--- config.mk ---
export PLATFORM = sky130hd
export DESIGN_NAME = read_pileup_allele_counter
export DESIGN_NICKNAME = d
export VERILOG_FILES = /design/src/design/rpac_pkg.sv /design/src/design/rpac_front.sv /design/src/design/rpac_back.sv /design/src/design/rpac_res_queue.sv /design/src/design/read_pileup_allele_counter.sv
export VERILOG_INCLUDE_DIRS = /design/src /design/src/design
export SDC_FILE = /design/constraint.sdc
export NUM_CORES = 1
export LEC_CHECK = 0
export BUFFER_PORTS_ARGS = -buffer_cell sky130_fd_sc_hd__buf_2
export CAP_MARGIN = 10
export CORE_ASPECT_RATIO = 1.2
export CORE_MARGIN = 4
export CORE_UTILIZATION = 50
export CTS_BUF_LIST = sky130_fd_sc_hd__clkbuf_4 sky130_fd_sc_hd__clkbuf_8
export DETAILED_ROUTE_END_ITERATION = 16
export HOLD_SLACK_MARGIN = 0.03
export PLACE_DENSITY = 0.7
export SLEW_MARGIN = 20
export SYNTH_ARGS = -nofsm -noshare
export SYNTH_HDL_FRONTEND = slang
export SYNTH_HIERARCHICAL = 1
export SYNTH_SLANG_ARGS = --single-unit
--- constraint.sdc ---
create_clock -name clk -period 6.3 [get_ports clk]
set_input_delay 0.315 -clock clk [delete_from_list [all_inputs] [get_ports clk]]
set_output_delay 0.315 -clock clk [all_outputs]
set_load 0.01 [all_outputs]
--- src/design/read_pileup_allele_counter_defines.svh ---
// Assertion macros for the read pileup allele counter.
// Depends on nothing; taken in by the top level with an include.
`ifndef READ_PILEUP_ALLELE_COUNTER_DEFINES_SVH
`define READ_PILEUP_ALLELE_COUNTER_DEFINES_SVH

// The consequent must hold in the same cycle as the condition.
`define RPAC_ASSERT_NOW(label, clk, rst_n, cond, expr) \
	label: assert property (@(posedge clk) disable iff (!rst_n) (cond) |-> (expr)) \
		else $error("rpac assertion failed");

// The consequent must hold in the cycle after the condition.
`define RPAC_ASSERT_NEXT(label, clk, rst_n, cond, expr) \
	label: assert property (@(posedge clk) disable iff (!rst_n) (cond) |=> (expr)) \
		else $error("rpac assertion failed");

`endif

--- src/design/rpac_pkg.sv ---
// Shared types, constants and lookup functions of the read pileup allele counter.
// Depends on nothing; used by every module of the block.
package rpac_pkg;

	localparam int COUNT_BITS_DEFAULT = 32;

	localparam int CFG_IDX_W = 3;
	localparam int CFG_DATA_W = 31;

	localparam int CQ_DEPTH = 4;
	localparam int CQ_AW = $clog2(CQ_DEPTH);
	localparam int OQ_DEPTH = 2;
	localparam int OQ_AW = $clog2(OQ_DEPTH);

	localparam logic [15:0] SKIP_MASK = 16'h0F04;

	typedef enum logic [1:0] {
		CMD_HEADER = 2'd0,
		CMD_OP     = 2'd1,
		CMD_BASE   = 2'd2,
		CMD_FINISH = 2'd3
	} cmd_t;

	typedef enum logic [CFG_IDX_W-1:0] {
		REG_TARGET_POS  = 3'd0,
		REG_REF_BASE    = 3'd1,
		REG_ALT_BASE    = 3'd2,
		REG_MAPQ_LIMIT  = 3'd3,
		REG_BASEQ_LIMIT = 3'd4
	} reg_idx_t;

	typedef enum logic [2:0] {
		WALK_SEARCHING = 3'b001,
		WALK_HIT       = 3'b010,
		WALK_MISS      = 3'b100
	} walk_status_t;

	typedef struct packed {
		logic [1:0]         command;
		logic [15:0]        read_flags;
		logic [7:0]         mapping_quality;
		logic signed [31:0] read_start;
		logic [3:0]         op_code;
		logic [27:0]        op_length;
		logic [7:0]         base_quality;
		logic [3:0]         base_code;
	} item_t;

	typedef struct packed {
		logic [31:0] ref_count;
		logic [31:0] alt_count;
	} result_t;

	typedef struct packed {
		logic [30:0] target_pos;
		logic [7:0]  ref_base;
		logic [7:0]  alt_base;
		logic [7:0]  mapq_limit;
		logic [7:0]  baseq_limit;
	} cfg_t;

	typedef struct packed {
		cmd_t               command;
		logic               passes;
		logic signed [31:0] start;
		logic               cons_query;
		logic               cons_ref;
		logic [27:0]        op_length;
		logic               qual_ok;
		logic               is_ref;
		logic               is_alt;
	} work_t;

	function automatic logic [7:0] nt_letter(input logic [3:0] code);
		logic [7:0] c;
		case (code)
			4'd0:    c = 8'h3D;
			4'd1:    c = 8'h41;
			4'd2:    c = 8'h43;
			4'd3:    c = 8'h4D;
			4'd4:    c = 8'h47;
			4'd5:    c = 8'h52;
			4'd6:    c = 8'h53;
			4'd7:    c = 8'h56;
			4'd8:    c = 8'h54;
			4'd9:    c = 8'h57;
			4'd10:   c = 8'h59;
			4'd11:   c = 8'h48;
			4'd12:   c = 8'h4B;
			4'd13:   c = 8'h44;
			4'd14:   c = 8'h42;
			default: c = 8'h4E;
		endcase
		return c;
	endfunction

	function automatic logic [7:0] upcase(input logic [7:0] c);
		return (c >= 8'd97 && c <= 8'd122) ? c - 8'd32 : c;
	endfunction

	// Bit 0 set when the op consumes query bases, bit 1 when it consumes reference.
	function automatic logic [1:0] op_kind(input logic [3:0] code);
		logic [1:0] k;
		case (code)
			4'd0, 4'd7, 4'd8: k = 2'b11;
			4'd1, 4'd4:       k = 2'b01;
			4'd2, 4'd3:       k = 2'b10;
			default:          k = 2'b00;
		endcase
		return k;
	endfunction

endpackage

--- src/design/rpac_front.sv ---
// Front end: takes input beats, classifies them against the configuration
// and holds them in a short command queue. Depends on rpac_pkg.
module rpac_front (
	input  logic           clk,
	input  logic           arst_n,
	input  rpac_pkg::cfg_t cfg,
	input  rpac_pkg::item_t item,
	input  logic           push,
	output logic           full,
	output rpac_pkg::work_t work,
	output logic           work_valid,
	input  logic           work_take
);
	import rpac_pkg::*;

	localparam logic [CQ_AW:0] FULL_COUNT = (CQ_AW + 1)'(CQ_DEPTH);

	work_t            queue_q [CQ_DEPTH];
	logic [CQ_AW-1:0] wr_ptr_q;
	logic [CQ_AW-1:0] rd_ptr_q;
	logic [CQ_AW:0]   count_q;
	work_t            entry;
	logic [1:0]       kind;
	logic [7:0]       letter;
	logic             wr_en;
	logic             rd_en;

	always_comb begin
		kind = op_kind(item.op_code);
		letter = nt_letter(item.base_code);
		entry.command = cmd_t'(item.command);
		entry.passes = ((item.read_flags & SKIP_MASK) == 16'h0000)
			&& (item.mapping_quality >= cfg.mapq_limit);
		entry.start = item.read_start;
		entry.cons_query = kind[0];
		entry.cons_ref = kind[1];
		entry.op_length = item.op_length;
		entry.qual_ok = item.base_quality >= cfg.baseq_limit;
		entry.is_ref = letter == upcase(cfg.ref_base);
		entry.is_alt = letter == upcase(cfg.alt_base);
	end

	assign full = count_q == FULL_COUNT;
	assign work_valid = count_q != '0;
	assign work = queue_q[rd_ptr_q];
	assign wr_en = push && !full;
	assign rd_en = work_take && work_valid;

	always_ff @(posedge clk) begin
		if (wr_en) begin
			queue_q[wr_ptr_q] <= entry;
		end
	end

	always_ff @(posedge clk or negedge arst_n) begin
		if (!arst_n) begin
			wr_ptr_q <= '0;
			rd_ptr_q <= '0;
			count_q <= '0;
		end else begin
			if (wr_en) begin
				wr_ptr_q <= wr_ptr_q + 1'b1;
			end
			if (rd_en) begin
				rd_ptr_q <= rd_ptr_q + 1'b1;
			end
			case ({wr_en, rd_en})
				2'b10:   count_q <= count_q + 1'b1;
				2'b01:   count_q <= count_q - 1'b1;
				default: count_q <= count_q;
			endcase
		end
	end

endmodule

--- src/design/rpac_back.sv ---
// Back end: walks the CIGAR ops to the site, checks each base against the hit
// offset and keeps the saturating allele tallies. Depends on rpac_pkg.
module rpac_back #(
	parameter int COUNT_BITS = rpac_pkg::COUNT_BITS_DEFAULT
) (
	input  logic             clk,
	input  logic             arst_n,
	input  logic [30:0]      target_pos,
	input  rpac_pkg::work_t  work,
	input  logic             work_valid,
	output logic             work_take,
	input  logic             res_full,
	output logic             res_push,
	output rpac_pkg::result_t res
);
	import rpac_pkg::*;

	logic signed [32:0]    walk_ref_pos_q;
	logic [31:0]           walk_query_pos_q;
	logic [31:0]           hit_query_pos_q;
	walk_status_t          walk_status_q;
	logic                  read_passes_q;
	logic [31:0]           base_index_q;
	logic [COUNT_BITS-1:0] ref_tally_q;
	logic [COUNT_BITS-1:0] alt_tally_q;

	logic signed [32:0] tgt;
	logic signed [32:0] op_end;
	logic signed [32:0] diff;
	logic signed [32:0] next_ref_pos;
	logic [32:0]        hit_sum;
	logic [32:0]        step_sum;
	logic               in_range;
	logic               base_counts;

	assign work_take = work_valid && !(work.command == CMD_FINISH && res_full);
	assign res_push = work_take && work.command == CMD_FINISH;
	assign res.ref_count = 32'(ref_tally_q);
	assign res.alt_count = 32'(alt_tally_q);

	always_comb begin
		tgt = $signed({2'b00, target_pos});
		op_end = walk_ref_pos_q + $signed({5'b00000, work.op_length});
		diff = tgt - walk_ref_pos_q;
		hit_sum = {1'b0, walk_query_pos_q} + {5'b00000, diff[27:0]};
		step_sum = {1'b0, walk_query_pos_q} + {5'b00000, work.op_length};
		in_range = work.cons_ref && (tgt >= walk_ref_pos_q) && (tgt < op_end);
		next_ref_pos = work.cons_ref ? op_end : walk_ref_pos_q;
		base_counts = read_passes_q && walk_status_q == WALK_HIT
			&& base_index_q == hit_query_pos_q && work.qual_ok;
	end

	always_ff @(posedge clk or negedge arst_n) begin
		if (!arst_n) begin
			walk_ref_pos_q <= '0;
			walk_query_pos_q <= '0;
			hit_query_pos_q <= '0;
			walk_status_q <= WALK_SEARCHING;
			read_passes_q <= 1'b0;
			base_index_q <= '0;
			ref_tally_q <= '0;
			alt_tally_q <= '0;
		end else if (work_take) begin
			unique case (work.command)
				CMD_HEADER: begin
					read_passes_q <= work.passes;
					walk_ref_pos_q <= {work.start[31], work.start};
					walk_query_pos_q <= '0;
					hit_query_pos_q <= '0;
					walk_status_q <= WALK_SEARCHING;
					base_index_q <= '0;
				end
				CMD_OP: begin
					if (walk_status_q == WALK_SEARCHING) begin
						if (in_range) begin
							if (work.cons_query) begin
								hit_query_pos_q <= hit_sum[32] ? '1 : hit_sum[31:0];
								walk_status_q <= WALK_HIT;
							end else begin
								walk_status_q <= WALK_MISS;
							end
						end else begin
							walk_ref_pos_q <= next_ref_pos;
							if (work.cons_query) begin
								walk_query_pos_q <= step_sum[32] ? '1 : step_sum[31:0];
							end
							if (next_ref_pos > tgt) begin
								walk_status_q <= WALK_MISS;
							end
						end
					end
				end
				CMD_BASE: begin
					if (base_counts) begin
						if (work.is_ref) begin
							if (ref_tally_q != '1) begin
								ref_tally_q <= ref_tally_q + 1'b1;
							end
						end else if (work.is_alt) begin
							if (alt_tally_q != '1) begin
								alt_tally_q <= alt_tally_q + 1'b1;
							end
						end
					end
					if (base_index_q != '1) begin
						base_index_q <= base_index_q + 1'b1;
					end
				end
				CMD_FINISH: begin
					ref_tally_q <= '0;
					alt_tally_q <= '0;
				end
				default: begin
					walk_status_q <= walk_status_q;
				end
			endcase
		end
	end

endmodule

--- src/design/rpac_res_queue.sv ---
// Result queue: holds finished tallies until the consumer pops them.
// Depends on rpac_pkg.
module rpac_res_queue (
	input  logic              clk,
	input  logic              arst_n,
	input  rpac_pkg::result_t res_in,
	input  logic              res_push,
	output logic              res_full,
	output rpac_pkg::result_t result,
	output logic              empty,
	input  logic              pop
);
	import rpac_pkg::*;

	localparam logic [OQ_AW:0] FULL_COUNT = (OQ_AW + 1)'(OQ_DEPTH);

	result_t          queue_q [OQ_DEPTH];
	logic [OQ_AW-1:0] wr_ptr_q;
	logic [OQ_AW-1:0] rd_ptr_q;
	logic [OQ_AW:0]   count_q;
	logic             wr_en;
	logic             rd_en;

	assign res_full = count_q == FULL_COUNT;
	assign empty = count_q == '0;
	assign result = queue_q[rd_ptr_q];
	assign wr_en = res_push && !res_full;
	assign rd_en = pop && !empty;

	always_ff @(posedge clk) begin
		if (wr_en) begin
			queue_q[wr_ptr_q] <= res_in;
		end
	end

	always_ff @(posedge clk or negedge arst_n) begin
		if (!arst_n) begin
			wr_ptr_q <= '0;
			rd_ptr_q <= '0;
			count_q <= '0;
		end else begin
			if (wr_en) begin
				wr_ptr_q <= wr_ptr_q + 1'b1;
			end
			if (rd_en) begin
				rd_ptr_q <= rd_ptr_q + 1'b1;
			end
			case ({wr_en, rd_en})
				2'b10:   count_q <= count_q + 1'b1;
				2'b01:   count_q <= count_q - 1'b1;
				default: count_q <= count_q;
			endcase
		end
	end

endmodule

--- src/design/read_pileup_allele_counter.sv ---
// Top level of the read pileup allele counter: configuration registers,
// front end, back end and result queue. Depends on rpac_pkg and the defines header.
//
// Channel   Handshake              Payload
// config    cfg_write              cfg_index, cfg_data
// input     push, full             item (rpac_pkg::item_t)
// result    empty, pop             result (rpac_pkg::result_t)
//
// One input beat per cycle is sustained while the back end does not stall; the back end
// retires one queued item each cycle when not stalled. An item goes through the command
// queue to the back end; a finish beat's tallies enter the result queue as it is retired.
// The back end stalls only on a finish beat while the two-entry result queue is full.
// Reset is asynchronous and clears queues, read state and tallies; no clearing pass.
`include "read_pileup_allele_counter_defines.svh"

module read_pileup_allele_counter #(
	parameter int COUNT_BITS = rpac_pkg::COUNT_BITS_DEFAULT
) (
	input  logic                                clk,
	input  logic                                arst_n,
	input  logic                                cfg_write,
	input  logic [rpac_pkg::CFG_IDX_W-1:0]      cfg_index,
	input  logic [rpac_pkg::CFG_DATA_W-1:0]     cfg_data,
	input  logic                                push,
	output logic                                full,
	input  rpac_pkg::item_t                     item,
	output logic                                empty,
	input  logic                                pop,
	output rpac_pkg::result_t                   result
);
	import rpac_pkg::*;

	cfg_t    cfg_q;
	work_t   work;
	logic    work_valid;
	logic    work_take;
	logic    res_full;
	logic    res_push;
	result_t res;

	always_ff @(posedge clk or negedge arst_n) begin
		if (!arst_n) begin
			cfg_q.target_pos <= '0;
			cfg_q.ref_base <= 8'd65;
			cfg_q.alt_base <= 8'd67;
			cfg_q.mapq_limit <= '0;
			cfg_q.baseq_limit <= '0;
		end else if (cfg_write) begin
			unique case (cfg_index)
				REG_TARGET_POS:  cfg_q.target_pos <= cfg_data[30:0];
				REG_REF_BASE:    cfg_q.ref_base <= cfg_data[7:0];
				REG_ALT_BASE:    cfg_q.alt_base <= cfg_data[7:0];
				REG_MAPQ_LIMIT:  cfg_q.mapq_limit <= cfg_data[7:0];
				REG_BASEQ_LIMIT: cfg_q.baseq_limit <= cfg_data[7:0];
				default:         cfg_q <= cfg_q;
			endcase
		end
	end

	rpac_front u_front (
		.clk        (clk),
		.arst_n     (arst_n),
		.cfg        (cfg_q),
		.item       (item),
		.push       (push),
		.full       (full),
		.work       (work),
		.work_valid (work_valid),
		.work_take  (work_take)
	);

	rpac_back #(
		.COUNT_BITS (COUNT_BITS)
	) u_back (
		.clk        (clk),
		.arst_n     (arst_n),
		.target_pos (cfg_q.target_pos),
		.work       (work),
		.work_valid (work_valid),
		.work_take  (work_take),
		.res_full   (res_full),
		.res_push   (res_push),
		.res        (res)
	);

	rpac_res_queue u_res_queue (
		.clk      (clk),
		.arst_n   (arst_n),
		.res_in   (res),
		.res_push (res_push),
		.res_full (res_full),
		.result   (result),
		.empty    (empty),
		.pop      (pop)
	);

	`RPAC_ASSERT_NOW(a_no_result_overflow, clk, arst_n, res_push, !res_full)
	`RPAC_ASSERT_NOW(a_stall_only_on_full, clk, arst_n, work_valid && !work_take, res_full)
	`RPAC_ASSERT_NEXT(a_finish_shows, clk, arst_n, res_push, !empty)

endmodule

## Yosys cells after proc, flatten, opt, wreduce, memory -nomap -nowiden

Memories as Yosys holds them, arrays and structs flattened.
Index checks and enable logic that the tools add are counted.

- Equality and inequality tests: 39
- Muxes and demuxes: 39
- Add/sub/neg operators: 17
- Reductions and logical operators: 46
- $lt $le $gt $ge: 9

Operators by type and width:

| cell | number |
|---|---|
| two-way mux 32 bit | 16 |
| case mux 32 bit (2 select lines) | 5 |
| two-way mux 33 bit | 3 |
| adder 32 x 1 -> 32 bit (second input constant) | 3 |
| != test 32 bit (second input constant) | 3 |
| adder 32 x 28 -> 33 bit | 2 |
| case mux 33 bit (2 select lines) | 1 |
| adder 33 x 29 -> 33 bit | 1 |
| greater-or-equal comparator 32 x 33 -> 1 bit | 1 |
| > comparator 33 x 32 -> 1 bit | 1 |
| less-than comparator 32 x 33 -> 1 bit | 1 |
| equality test 32 bit | 1 |
| subtractor 28 bit | 1 |
| != test 2 x 1 -> 1 bit (second input constant) | 9 |
| equality test 8 bit | 2 |
| greater-or-equal comparator 8 x 7 -> 1 bit (second input constant) | 2 |
| greater-or-equal comparator 8 bit | 2 |
| <= comparator 8 x 7 -> 1 bit (second input constant) | 2 |
| zero test 16 bit | 1 |
| two-way mux 8 bit | 2 |
| subtractor 8 x 6 -> 8 bit (second input constant) | 2 |
| logical AND 1 bit | 15 |
| AND reduction 5 bit | 3 |
| two-way mux 3 bit | 4 |
| other kinds (32) | 67 |

- Flip-flop bits (word level): 271
- Bits in read-only memories: 112
- Output and inout port bits: 66
- Input bits: 141
- Bits in writable memories: 400
- Memories kept: 3

Memories:

| memory | depth | bits a word | rd ports | clocked after Yosys merged registers in | wr ports | RTL line | source |
|---|---|---|---|---|---|---|---|
| u_front.queue_q | 4 | 68 | 1 | 0 | 1 | rpac_front.sv:18 | `work_t queue_q [CQ_DEPTH];` |
| u_res_queue.queue_q | 2 | 64 | 1 | 0 | 1 | rpac_res_queue.sv:17 | `result_t queue_q [OQ_DEPTH];` |
| (name not given) | 16 | 7 | 1 | 0 | 0 | rpac_pkg.sv:76 | `case (code)` |

## Logic depth before layout (Yosys ltp)

Gate-level depths: netlist (run 1).
An unclocked memory read counts as a cell.

- Depth after elaboration: 9
- Gate-level depth with buffers: 28
- Depth with buffers taken out: 26

## Modules after synthesis

The synthesis (run 1) kept the hierarchy.

By module, submodules not included:

| module | cells each | area each (sq um) | instances | seq. area each (sq um) |
|---|---|---|---|---|
| rpac_back | 2,000 | 16,793.6 | 1 | 4,931.0 |
| rpac_front | 555 | 11,293.3 | 1 | 8,343.0 |
| rpac_res_queue | 217 | 5,018.6 | 1 | 3,943.8 |
| read_pileup_allele_counter | 137 | 2,412.3 | 1 | 1,582.8 |

## Worst setup path before layout (run 1)

OpenSTA, ideal clock, no wires.

- Path type: reg-to-reg
- From: register u_front.rd_ptr_q[0]
- To: register u_back.hit_query_pos_q[26]
- Clock period less this slack: 5,540 ps
- Required time: 6,169 ps
- Stages on the path, launching flop included: 28
- Data arrival time: 5,409 ps
- Library setup time: 131 ps
- Path slack: 760 ps
- Cells stage by stage: dfrtp_1 > clkbuf_1 > buf_2 > mux4_2 > ha_1 > a211oi_1 > o21bai_1 > a211oi_2 > o211a_1 > o31ai_1 > a311oi_1 > o21ai_0 > a21oi_1 > xnor2_1 > inv_1 > ha_1 > nand4_1 > nor3_1 > a221oi_1 > o211ai_1 > a21oi_1 > a211oi_1 > nor2_1 > o211ai_4 > nor2_2 > a31oi_4 > buf_6 > o2bb2ai_1

RTL lines:

| element | RTL line | source |
|---|---|---|
| start, declared | rpac_front.sv:20 | `logic [CQ_AW-1:0] rd_ptr_q;` |
| start signal, assigned | rpac_front.sv:65 | `rd_ptr_q <= rd_ptr_q + 1'b1;` |
| end signal, assigned | rpac_back.sv:77 | `hit_query_pos_q <= hit_sum[32] ? '1 : hit_sum[31:0];` |
| end, declared | rpac_back.sv:20 | `logic [31:0] hit_query_pos_q;` |

==> results.yml, run 1 <==
route:
  drt_iter0_markers: 1405
  wl_per_cell_um: 19.73
  num_vias: 24250
  firstDrtPassIters: 5
  via_per_inst: 5.644
  ant_nets: 0
  wl_mm: 84.77
  drc_errors: 0
outcome:
  status: "completed"
floorplanning:
  rows: 106
  core_um2: 70030
  io_pins: 207
  initial_utilization: 0.5072
  die_w_um: 251.3
  die_area_um2: 75380
  die_h_um: 300.0
timing:
  hold_ws_ns: 0.1329
  setup_violations: 0
  finalCritPeriodShare: 0.9571
  hold_viol_final: 0
  finalMaxSlewViolations: 0
  postLayoutSetupSlackWorst_ns: 0.2704
  min_period_ns: 6.030
  worst-slew-pin-transition_ns: 1.063
  fmax_mhz: 165.8
  slew-limit-headroom: 0.2846
  finClkSkew_ns: 0.04887
global_route:
  grt_pass1_vias: 25120
  grtUsageMet1: 0.2795
  grt-ovfl-total: 0
  globalRouteMet3Util: 0.03028
  antenna_found_initial: 2
  grt_util_met2: 0.3955
  busiest_layer: "met2"
  grt_pass1_wl_mm: 134.9
  globalRouteTotalUtil: 0.2227
  grt_max_degree: 95
critical_path:
  cp_max_fo: 6
  worstReg2RegStart: "u_front/rd_ptr_q[0]$_DFFE_PN0P_"
  timing.rr.end: "u_back/walk_ref_pos_q[23]$_DFFE_PN0P_"
  required_ns: 6.90
  reg2reg_slack_ns: 0.27
  start_kind: "flip-flop"
  worstPathArrival_ns: 6.63
  r2r_cells: 27
  crit_type: "reg2reg"
  end_kind: "flip-flop"
logic_synthesis:
  async_flop_share: 0.4039
  yosysWarnings: 6
  syn-instance-count: 2909
  synth_area_per_cell_um2: 12.21
  synth_nets: 3264
  synth_seq_area_share: 0.5293
  synth_edf_count: 400
  ys_types: 101
  synthFlopType: "edfxtp_1"
  syn_area_um2: 35520
  synth-seq-cells: 671
final_layout:
  nets: 3641
  areaGrowthSynthToFinish_pct: 16.36
  finish.utilization: 0.5902
  seqCellArea_um2: 18810
  fillers: 5561
  layout_common_cells: "edfxtp_1, dfrtp_1, nor2_1, ha_1, nand2_1"
  drive_gt1_frac: 0.2127
  multi_input_area_um2: 15820
  layout_commonest_cell: "edfxtp_1"
clock_network:
  htree_levels: 3
  root_buffer: "clkbuf_8"
  cts_buffer_depth: 3
  clock-sinks: 671
  clk_latency_ns: 0.74
  cts_tree: "done"
  path_clk_slew_ns: 0.07
  numCtsBuffers: 104
power_and_ir_drop:
  worst_ir_drop_vdd_v: 0.0004406
  power_leakage_uw: 0.01760
  power.density_nw_per_um2: 559.4
worst_hold_path:
  worst_hold_path_type: "in2reg"
  holdCritStartpoint: "item[86]"
  worst_hold_path.endpoint: "u_front/queue_q[2][65]$_DFFE_PP_"
  whs_path_depth: 4
placement:
  pre_cts_slack_ns: -0.04635
  dp_hpwl_mm: 60.38
  numPortBuffers: 195
  place.gp.congestion: 0.9229
job:
  max-cap-violations: 0
==> power breakdown <==
group          internal, uW  switching (uW)
logic                  5480            7360
registers              5720             619
clock network          2170            1760
==> flip-flops by register name (all words and copies together) (netlist names), 2 cells and up <==
name,flops
u_back/alt_tally_q,32
u_back/walk_status_q,3
u_front/wr_ptr_q,2
u_back/base_index_q,32
u_front/rd_ptr_q,2
u_res_queue/count_q,2
u_back/hit_query_pos_q,32
u_back/walk_ref_pos_q,33
u_res_queue/queue_q,128
cfg_q,63
u_back/ref_tally_q,32
u_front/count_q,3
u_front/queue_q,272
u_back/walk_query_pos_q,32
==> area by class of cell <==
class,count,area share
Tap cell,918,0.02779
Clock inverter,45,0.01014
Antenna cell,2,0.0001211
Clock buffer,151,0.04574
Multi-Input combinational cell,1984,0.3827
Inverter,159,0.01444
Sequential cell,671,0.4552
Timing Repair Buffer,366,0.06394
==> what timing repair did <==
| action | CTS | global route |
|---|---|---|
| hold buffers | 98 | 0 |
| pin swaps | 1 | 8 |
| setup endpoints to repair | 24 | 100 |
| buffers inserted | 3 | 9 |
| gates resized for setup | 0 | 28 |
| hold endpoints to repair | 411 | 0 |
==> Yosys cell counts, drive strengths merged, types with 11 or more instances <==
cell     number  area share
a211oi       18      0.0041
a21o         81       0.017
a21oi       131       0.019
a31oi        17      0.0034
and2         19      0.0033
and3         36      0.0063
and4         11      0.0027
buf          40      0.0077
clkbuf       55      0.0058
dfrtp       265        0.19
edfxtp      400        0.34
ha          209       0.074
inv         158       0.017
mux2        130       0.047
mux2i        32      0.0090
mux4         68       0.043
nand2       196       0.021
nand2b       27      0.0048
nand3        66      0.0093
nand4        40      0.0070
nor2        245       0.026
nor2b        21      0.0037
nor3         27      0.0039
nor4         20      0.0037
o211ai       11      0.0029
o21a         15      0.0032
o21ai       141       0.020
o21bai       18      0.0041
o22a         14      0.0035
o2bb2ai      31      0.0076
xnor2       112       0.028
xor2        140       0.035
==> stage by stage <==
stage / instances / TNS (ns) / power (uW) / area, um^2
after global routing: 4296 / -0.03654 / 24900 / 41330
after CTS: 4283 / 0 / 22900 / 41060
after detailed placement: 3986 / -0.1699 / 18780 / 37730
after global placement: 3986 / 0 / 18390 / 37730
after floorplan: 2909 / 0 / 15310 / 35520
final: 4296 / 0 / 23120 / 41330
==> worst max-delay path by stage <==
stage / start / endpoint / slack [ns]
floorplan: u_front/rd_ptr_q[0]$_DFFE_PN0P_ / u_back/hit_query_pos_q[26]$_DFFE_PN0P_ / 0.76
global placement: u_front/rd_ptr_q[0]$_DFFE_PN0P_ / u_back/walk_ref_pos_q[19]$_DFFE_PN0P_ / 0.13
detailed placement: u_front/rd_ptr_q[0]$_DFFE_PN0P_ / u_back/walk_ref_pos_q[22]$_DFFE_PN0P_ / -0.05
CTS: u_front/rd_ptr_q[0]$_DFFE_PN0P_ / u_back/walk_ref_pos_q[28]$_DFFE_PN0P_ / 0.02
global route: u_front/rd_ptr_q[0]$_DFFE_PN0P_ / u_back/walk_ref_pos_q[13]$_DFFE_PN0P_ / -0.03
finish: u_front/rd_ptr_q[0]$_DFFE_PN0P_ / u_back/walk_ref_pos_q[23]$_DFFE_PN0P_ / 0.27
==> critical path, cell delays in order (launching register included) <==
cell and delay (ns):
dfrtp_4 0.52, clkbuf_4 0.19, mux4_2 0.39, ha_1 0.22
inv_1 0.07, fa_1 0.41, nor2b_2 0.19, o31ai_4 0.10
a21oi_2 0.24, a31oi_1 0.11, buf_4 0.15, o211a_1 0.26
a21oi_2 0.22, a31oi_2 0.13, xor2_1 0.22, ha_1 0.29
a21o_1 0.18, a21o_1 0.18, a211oi_2 0.25, o211ai_1 0.13
a21oi_1 0.18, a211oi_1 0.07, nor2_1 0.25, o211ai_4 0.19
o21ai_4 0.27, buf_4 0.16, a21oi_2 0.07, o22a_1 0.25
==> cells by family after synthesis <==
family / share of synthesized area
AOI/OAI and AO/OA: 0.1036
muxes: 0.09864
and+or+nand+nor: 0.09920
DFF: 0.5293
buffers and inverters: 0.03033
adders and majority gates: 0.07673
xor gates and xnor gates: 0.06214
==> layer usage <==
layer	share of wire	vias to the layer above
met2	0.51	680
met1	0.41	11920
met3	0.050	183
li1	-	11460
met5	0.00015	-
met4	0.032	2
Power figures use the tool's default switching activity.
==> run 2: changes to the inputs <==
Settings changed: CELL_PAD_IN_SITES_DETAIL_PLACEMENT from default to 0, CELL_PAD_IN_SITES_GLOBAL_PLACEMENT from default to 1, PLACE_DENSITY 0.7 to 0.83.
==> run 2 against run 1 <==
Against the previous run: sequential power hardly changed; wire length is 0.10% lower; maximum frequency is 0.65% lower; critical path depth stayed put; die area stayed put; sequential cell count stayed put; hold slack worse by 0.023 ns; count of clock-buffer cells in the layout is 7 lower; total power is 1.0% higher; setup slack worse by 0.040 ns; cell area is 0.28% higher; register-to-register slack worse by 0.04 ns; critical path type unchanged; largest power group unchanged.
==> results.yml, run 2 (synthesized netlist as in run 1, its figures left out) <==
critical_path:
  end_kind: "flip-flop"
  worstReg2RegStart: "u_front/rd_ptr_q[0]$_DFFE_PN0P_"
  crit_end: "u_back/hit_query_pos_q[26]$_DFFE_PN0P_"
  timing.rr.end: "u_back/hit_query_pos_q[26]$_DFFE_PN0P_"
  reg2reg_slack_ns: 0.23
  required_ns: 6.84
  cp_max_fo: 16
  crit_type: "reg2reg"
  r2r_cells: 27
  crit_start: "u_front/rd_ptr_q[0]$_DFFE_PN0P_"
  worstPathArrival_ns: 6.61
  start_kind: "flip-flop"
timing:
  worst-slew-pin-transition_ns: 1.120
  slew-limit-headroom: 0.2533
  hold_viol_final: 0
  setup_violations: 0
  finalMaxSlewViolations: 0
  finalCritPeriodShare: 0.9634
  finClkSkew_ns: 0.07440
  fmax_mhz: 164.8
  postLayoutSetupSlackWorst_ns: 0.2307
  min_period_ns: 6.069
floorplanning:
  die_w_um: 251.3
  initial_utilization: 0.5072
  die_h_um: 300.0
  rows: 106
  io_pins: 207
  core_um2: 70030
  die_area_um2: 75380
global_route:
  busiest_layer: "met2"
  grt-ovfl-total: 0
  grt_max_degree: 176
  grtUsageMet1: 0.2791
  globalRouteMet3Util: 0.03582
  grt_pass1_wl_mm: 134.3
  globalRouteTotalUtil: 0.2227
  grt_util_met2: 0.3964
  antenna_found_initial: 3
  grt_pass1_vias: 25010
clock_network:
  cts_buffer_depth: 3
  clock-sinks: 671
  cts_tree: "done"
  clk_latency_ns: 0.74
  htree_levels: 3
  root_buffer: "clkbuf_8"
  path_clk_slew_ns: 0.07
  numCtsBuffers: 105
route:
  drt_iter0_markers: 1733
  firstDrtPassIters: 5
  drc_errors: 0
  wl_mm: 84.68
  num_vias: 24140
  wl_per_cell_um: 19.68
  ant_nets: 0
  via_per_inst: 5.611
outcome:
  status: "completed"
final_layout:
  layout_common_cells: "edfxtp_1, dfrtp_1, nor2_1, ha_1, nand2_1"
  regMostFlops: "u_front/queue_q"
  drive_gt1_frac: 0.2128
  areaGrowthSynthToFinish_pct: 16.68
  nets: 3646
  largest_reg_flops: 272
  layout_commonest_cell: "edfxtp_1"
  fillers: 5553
  reg_top3: "u_front/queue_q x272, u_res_queue/queue_q x128, cfg_q x63"
job:
  max-cap-violations: 0
power_and_ir_drop:
  power_leakage_uw: 0.01767
  worst_ir_drop_vdd_v: 0.0002612
  power.density_nw_per_um2: 563.6
  fin_total_pwr_uw: 23360
placement:
  numPortBuffers: 195
  pre_cts_slack_ns: 0.05755
  place.gp.congestion: 0.9080
  dp_hpwl_mm: 60.03
worst_hold_path:
  worst_hold_path_type: "in2reg"
-- run 2: cell types whose count changed in the layout (fill, tap and decap cells not counted), moves of 3 or more --
cell,previous run,this run
ha_4,3,0
bufinv_16,5,11
ha_1,205,208
clkbuf_4,31,24
buf_4,61,65
clkinvlp_4,2,5
-- run 2: through the flow --
step | util | hold slack, ns | cells | TNS, ns | cell area (um^2)
after floorplan | - | 0.01941 | 2909 | 0 | 35520
after global placement | 0.5393 | 0.3949 | 3987 | 0 | 37770
after detailed placement | 0.5393 | 0.4028 | 3987 | 0 | 37770
after CTS | 0.5883 | 0.04667 | 4285 | 0 | 41200
after global routing | 0.5918 | 0.08005 | 4302 | -0.3862 | 41440
final | 0.5918 | 0.1096 | 4302 | 0 | 41440
-- run 2: worst min path at each step --
stage	from	to	slack [ns]	depth (start not counted)
after floorplan	arst_n	cfg_q[0]$_DFFE_PN0P_	0.02	0
after global placement	arst_n	cfg_q[7]$_DFFE_PN0P_	0.39	1
after detailed placement	arst_n	cfg_q[2]$_DFFE_PN0P_	0.40	1
after CTS	item[95]	u_front/queue_q[2][65]$_DFFE_PP_	0.05	4
after global routing	item[41]	u_front/queue_q[0][32]$_DFFE_PP_	0.08	2
final	item[41]	u_front/queue_q[2][32]$_DFFE_PP_	0.11	2
-- run 2: critical path, stage by stage (launching register included) --
cell       delay (ns)
dfrtp_4          0.53
buf_4            0.16
mux4_2           0.37
ha_1             0.22
inv_1            0.07
fa_1             0.40
nor2b_1          0.21
o31ai_2          0.12
a21oi_2          0.23
a31oi_1          0.13
buf_4            0.16
o211a_1          0.25
a21oi_1          0.24
a31oi_1          0.14
xor2_1           0.22
ha_1             0.29
a21o_1           0.19
a21o_1           0.18
a211oi_2         0.27
o211ai_1         0.13
a21oi_1          0.16
a211oi_1         0.06
nor2_1           0.25
o211ai_4         0.18
nor2_4           0.20
a31oi_4          0.16
buf_12           0.19
o2bb2ai_1        0.12
-- run 2: area by class of cell --
cell class | count | area, um^2 | area share
Antenna cell | 1 | 2.502 | 0.00006038
Clock inverter | 55 | 590.6 | 0.01425
Clock buffer | 144 | 1838 | 0.04435
Multi-Input combinational cell | 1984 | 15760 | 0.3803
Inverter | 159 | 596.8 | 0.01440
Tap cell | 918 | 1149 | 0.02771
Sequential cell | 671 | 18810 | 0.4539
Timing Repair Buffer | 370 | 2695 | 0.06503
-- run 2: repair_timing --
action / CTS / global route
gates cloned: 0 / 1
hold endpoints to repair: 414 / 0
gates resized for setup: 0 / 22
pin swaps: 1 / 10
endpoints found under the setup margin: 3 / 100
buffers inserted: 1 / 14
hold buffers: 98 / 0
-- run 2: layer usage --
| layer | routed length [um] | share of wire |
|---|---|---|
| met3 | 4188 | 0.049 |
| met4 | 2387 | 0.028 |
| met5 | 14 | 0.00017 |
| met2 | 43330 | 0.51 |
| met1 | 34760 | 0.41 |
-- run 2: power by group --
group / leakage (uW) / internal [uW] / switching, uW
combinational: 0.00928 / 5520 / 7360
clock: 0.00126 / 2370 / 1760
sequential: 0.00713 / 5720 / 629
total: 0.0177 / 13600 / 9750
==> run 3: changes to the inputs <==
Settings changed: CELL_PAD_IN_SITES_DETAIL_PLACEMENT 0 to default, CELL_PAD_IN_SITES_GLOBAL_PLACEMENT 1 to default, PLACE_DENSITY 0.83 to 0.7.
Clock period 6.3 ns to 6.4 ns, I/O delays scaled along.
==> run 3 against run 2 <==
Against the previous run: first-iteration DRC count shrank 18%; largest cell class unchanged; die area unchanged; via count about the same.
==> results.yml, run 3 (synthesized netlist as in run 1, its figures left out) <==
outcome:
  status: "completed"
timing:
  finalMaxSlewViolations: 0
  finalCritPeriodShare: 0.9592
  finClkSkew_ns: 0.05479
  setup_tns_ns: 0
  postLayoutSetupSlackWorst_ns: 0.2613
  worst-slew-pin-transition_ns: 1.001
  fmax_mhz: 162.9
  min_period_ns: 6.139
  setup_violations: 0
  hold_viol_final: 0
  slew-limit-headroom: 0.3267
final_layout:
  largest_reg_flops: 272
  drive_gt1_frac: 0.2081
  layout_commonest_cell: "edfxtp_1"
  regMostFlops: "u_front/queue_q"
  fillers: 5578
  stdcell_count: 4288
  finish.utilization: 0.5890
  reg_top3: "u_front/queue_q x272, u_res_queue/queue_q x128, cfg_q x63"
  nets: 3637
  layout_common_cells: "edfxtp_1, dfrtp_1, nor2_1, ha_1, nand2_1"
  areaGrowthSynthToFinish_pct: 16.12
route:
  num_vias: 24160
  drc_errors: 0
  drt_iter0_markers: 1414
  wl_per_cell_um: 20.08
  ant_nets: 0
  via_per_inst: 5.634
  wl_mm: 86.11
  firstDrtPassIters: 5
global_route:
  globalRouteTotalUtil: 0.2258
  antenna_found_initial: 1
  grt_pass1_wl_mm: 135.8
  grt_max_degree: 185
  grt-ovfl-total: 0
  grt_pass1_vias: 25190
floorplanning:
  die_area_um2: 75380
  rows: 106
  io_pins: 207
  core_um2: 70030
  die_w_um: 251.3
  initial_utilization: 0.5072
  die_h_um: 300.0
critical_path:
  cp_max_fo: 16
  start_kind: "flip-flop"
  max_stage_delay_ns: 0.56
  slowest_stage: "mux4_2"
  timing.rr.end: "u_back/hit_query_pos_q[1]$_DFFE_PN0P_"
  crit_family: "compound AO/OA/AOI/OAI gates"
  required_ns: 7.04
  end_kind: "flip-flop"
  worstPathArrival_ns: 6.78
  worstReg2RegStart: "u_front/rd_ptr_q[0]$_DFFE_PN0P_"
  reg2reg_slack_ns: 0.26
  r2r_cells: 26
  path_buf_inv: 3
  crit_type: "reg2reg"
placement:
  numPortBuffers: 195
  placed_cells: 3983
  place.gp.congestion: 0.9389
  dp_hpwl_mm: 61.38
  pre_cts_slack_ns: 0.1501
power_and_ir_drop:
  worst_ir_drop_vdd_v: 0.0003550
  power.density_nw_per_um2: 552.1
  fin_total_pwr_uw: 22770
  power_leakage_uw: 0.01756
clock_network:
  htree_levels: 3
  path_clk_slew_ns: 0.07
  cts_buffer_depth: 3
  numCtsBuffers: 102
  clock-sinks: 671
  cts_tree: "done"
  root_buffer: "clkbuf_8"
  clk_latency_ns: 0.73
worst_hold_path:
  whs_path_depth: 4
  holdCritStartpoint: "item[86]"
  worst_hold_path_type: "in2reg"
  worst_hold_path.endpoint: "u_front/queue_q[3][65]$_DFFE_PP_"
job:
  max-cap-violations: 0
-- run 3: cell types whose count changed in the layout (fill, tap and decap cells not counted), moves of 3 or more --
| cell | delta |
|---|---|
| buf_4 | -7 |
| a211oi_1 | +3 |
| clkinvlp_4 | +4 |
| clkbuf_8 | -11 |
| a211oi_2 | -3 |
-- run 3: worst max path at each step --
stage,start,end,depth (start not counted)
3_3_place_gp,u_front/rd_ptr_q[0]$_DFFE_PN0P_,u_back/hit_query_pos_q[26]$_DFFE_PN0P_,26
3_5_place_dp,u_front/rd_ptr_q[0]$_DFFE_PN0P_,u_back/hit_query_pos_q[0]$_DFFE_PN0P_,26
2_1_floorplan,u_front/rd_ptr_q[0]$_DFFE_PN0P_,u_back/hit_query_pos_q[26]$_DFFE_PN0P_,27
5_1_grt,u_front/rd_ptr_q[0]$_DFFE_PN0P_,u_back/walk_ref_pos_q[12]$_DFFE_PN0P_,30
4_1_cts,u_front/rd_ptr_q[0]$_DFFE_PN0P_,u_back/hit_query_pos_q[24]$_DFFE_PN0P_,26
6_report,u_front/rd_ptr_q[0]$_DFFE_PN0P_,u_back/hit_query_pos_q[1]$_DFFE_PN0P_,26
-- run 3: cell type report --
type                    instances  area, um^2  area share
diodes                          2       5.005   0.0001213
clock buffers                 132        1679     0.04071
clock inverters                58       560.5     0.01359
inverters                     159       596.8     0.01447
multi-input cells            1984       15760      0.3821
flip-flops and latches        671       18810      0.4561
well taps                     918        1149     0.02785
repair buffers                364        2686     0.06513
-- run 3: tightest hold or removal path: cells and delay by family --
family | cells | cell delay [ns]
AO/OA/AOI/OAI | 2 | 0.22
AND/OR/NAND/NOR | 1 | 0.04
buffers and inverters | 1 | 0.08
-- run 3: report_power, final --
group | switching (uW) | internal [uW] | leakage [uW] | total, uW
Clock | 1690 | 2140 | 0.00116 | 3830
Combinational | 7320 | 5400 | 0.00927 | 12700
Sequential | 588 | 5630 | 0.00713 | 6220
Total | 9600 | 13200 | 0.0176 | 22800
-- run 3: what timing repair did --
action                                 4_1_cts  5_1_grt
hold buffers                                98        0
setup endpoints to repair                    0      100
endpoints found under the hold margin      407        0
resized for setup                            0       21
setup buffers                                0       12
-- run 3: through the flow --
stage	hold slack (ns)	area (um^2)
3_5_place_dp	0.3659	37750
2_1_floorplan	0.02441	35520
5_1_grt	0.1130	41240
6_report	0.1418	41240
4_1_cts	0.03880	40970
3_3_place_gp	0.3561	37750
-- run 3: metal layers --
layer	GRT usage	vias up	share of wire
met2	0.4008	640	0.51
li1	-	11440	-
met3	0.03166	182	0.046
met1	0.2801	11900	0.41
met5	0	-	0
met4	0.08812	0	0.038
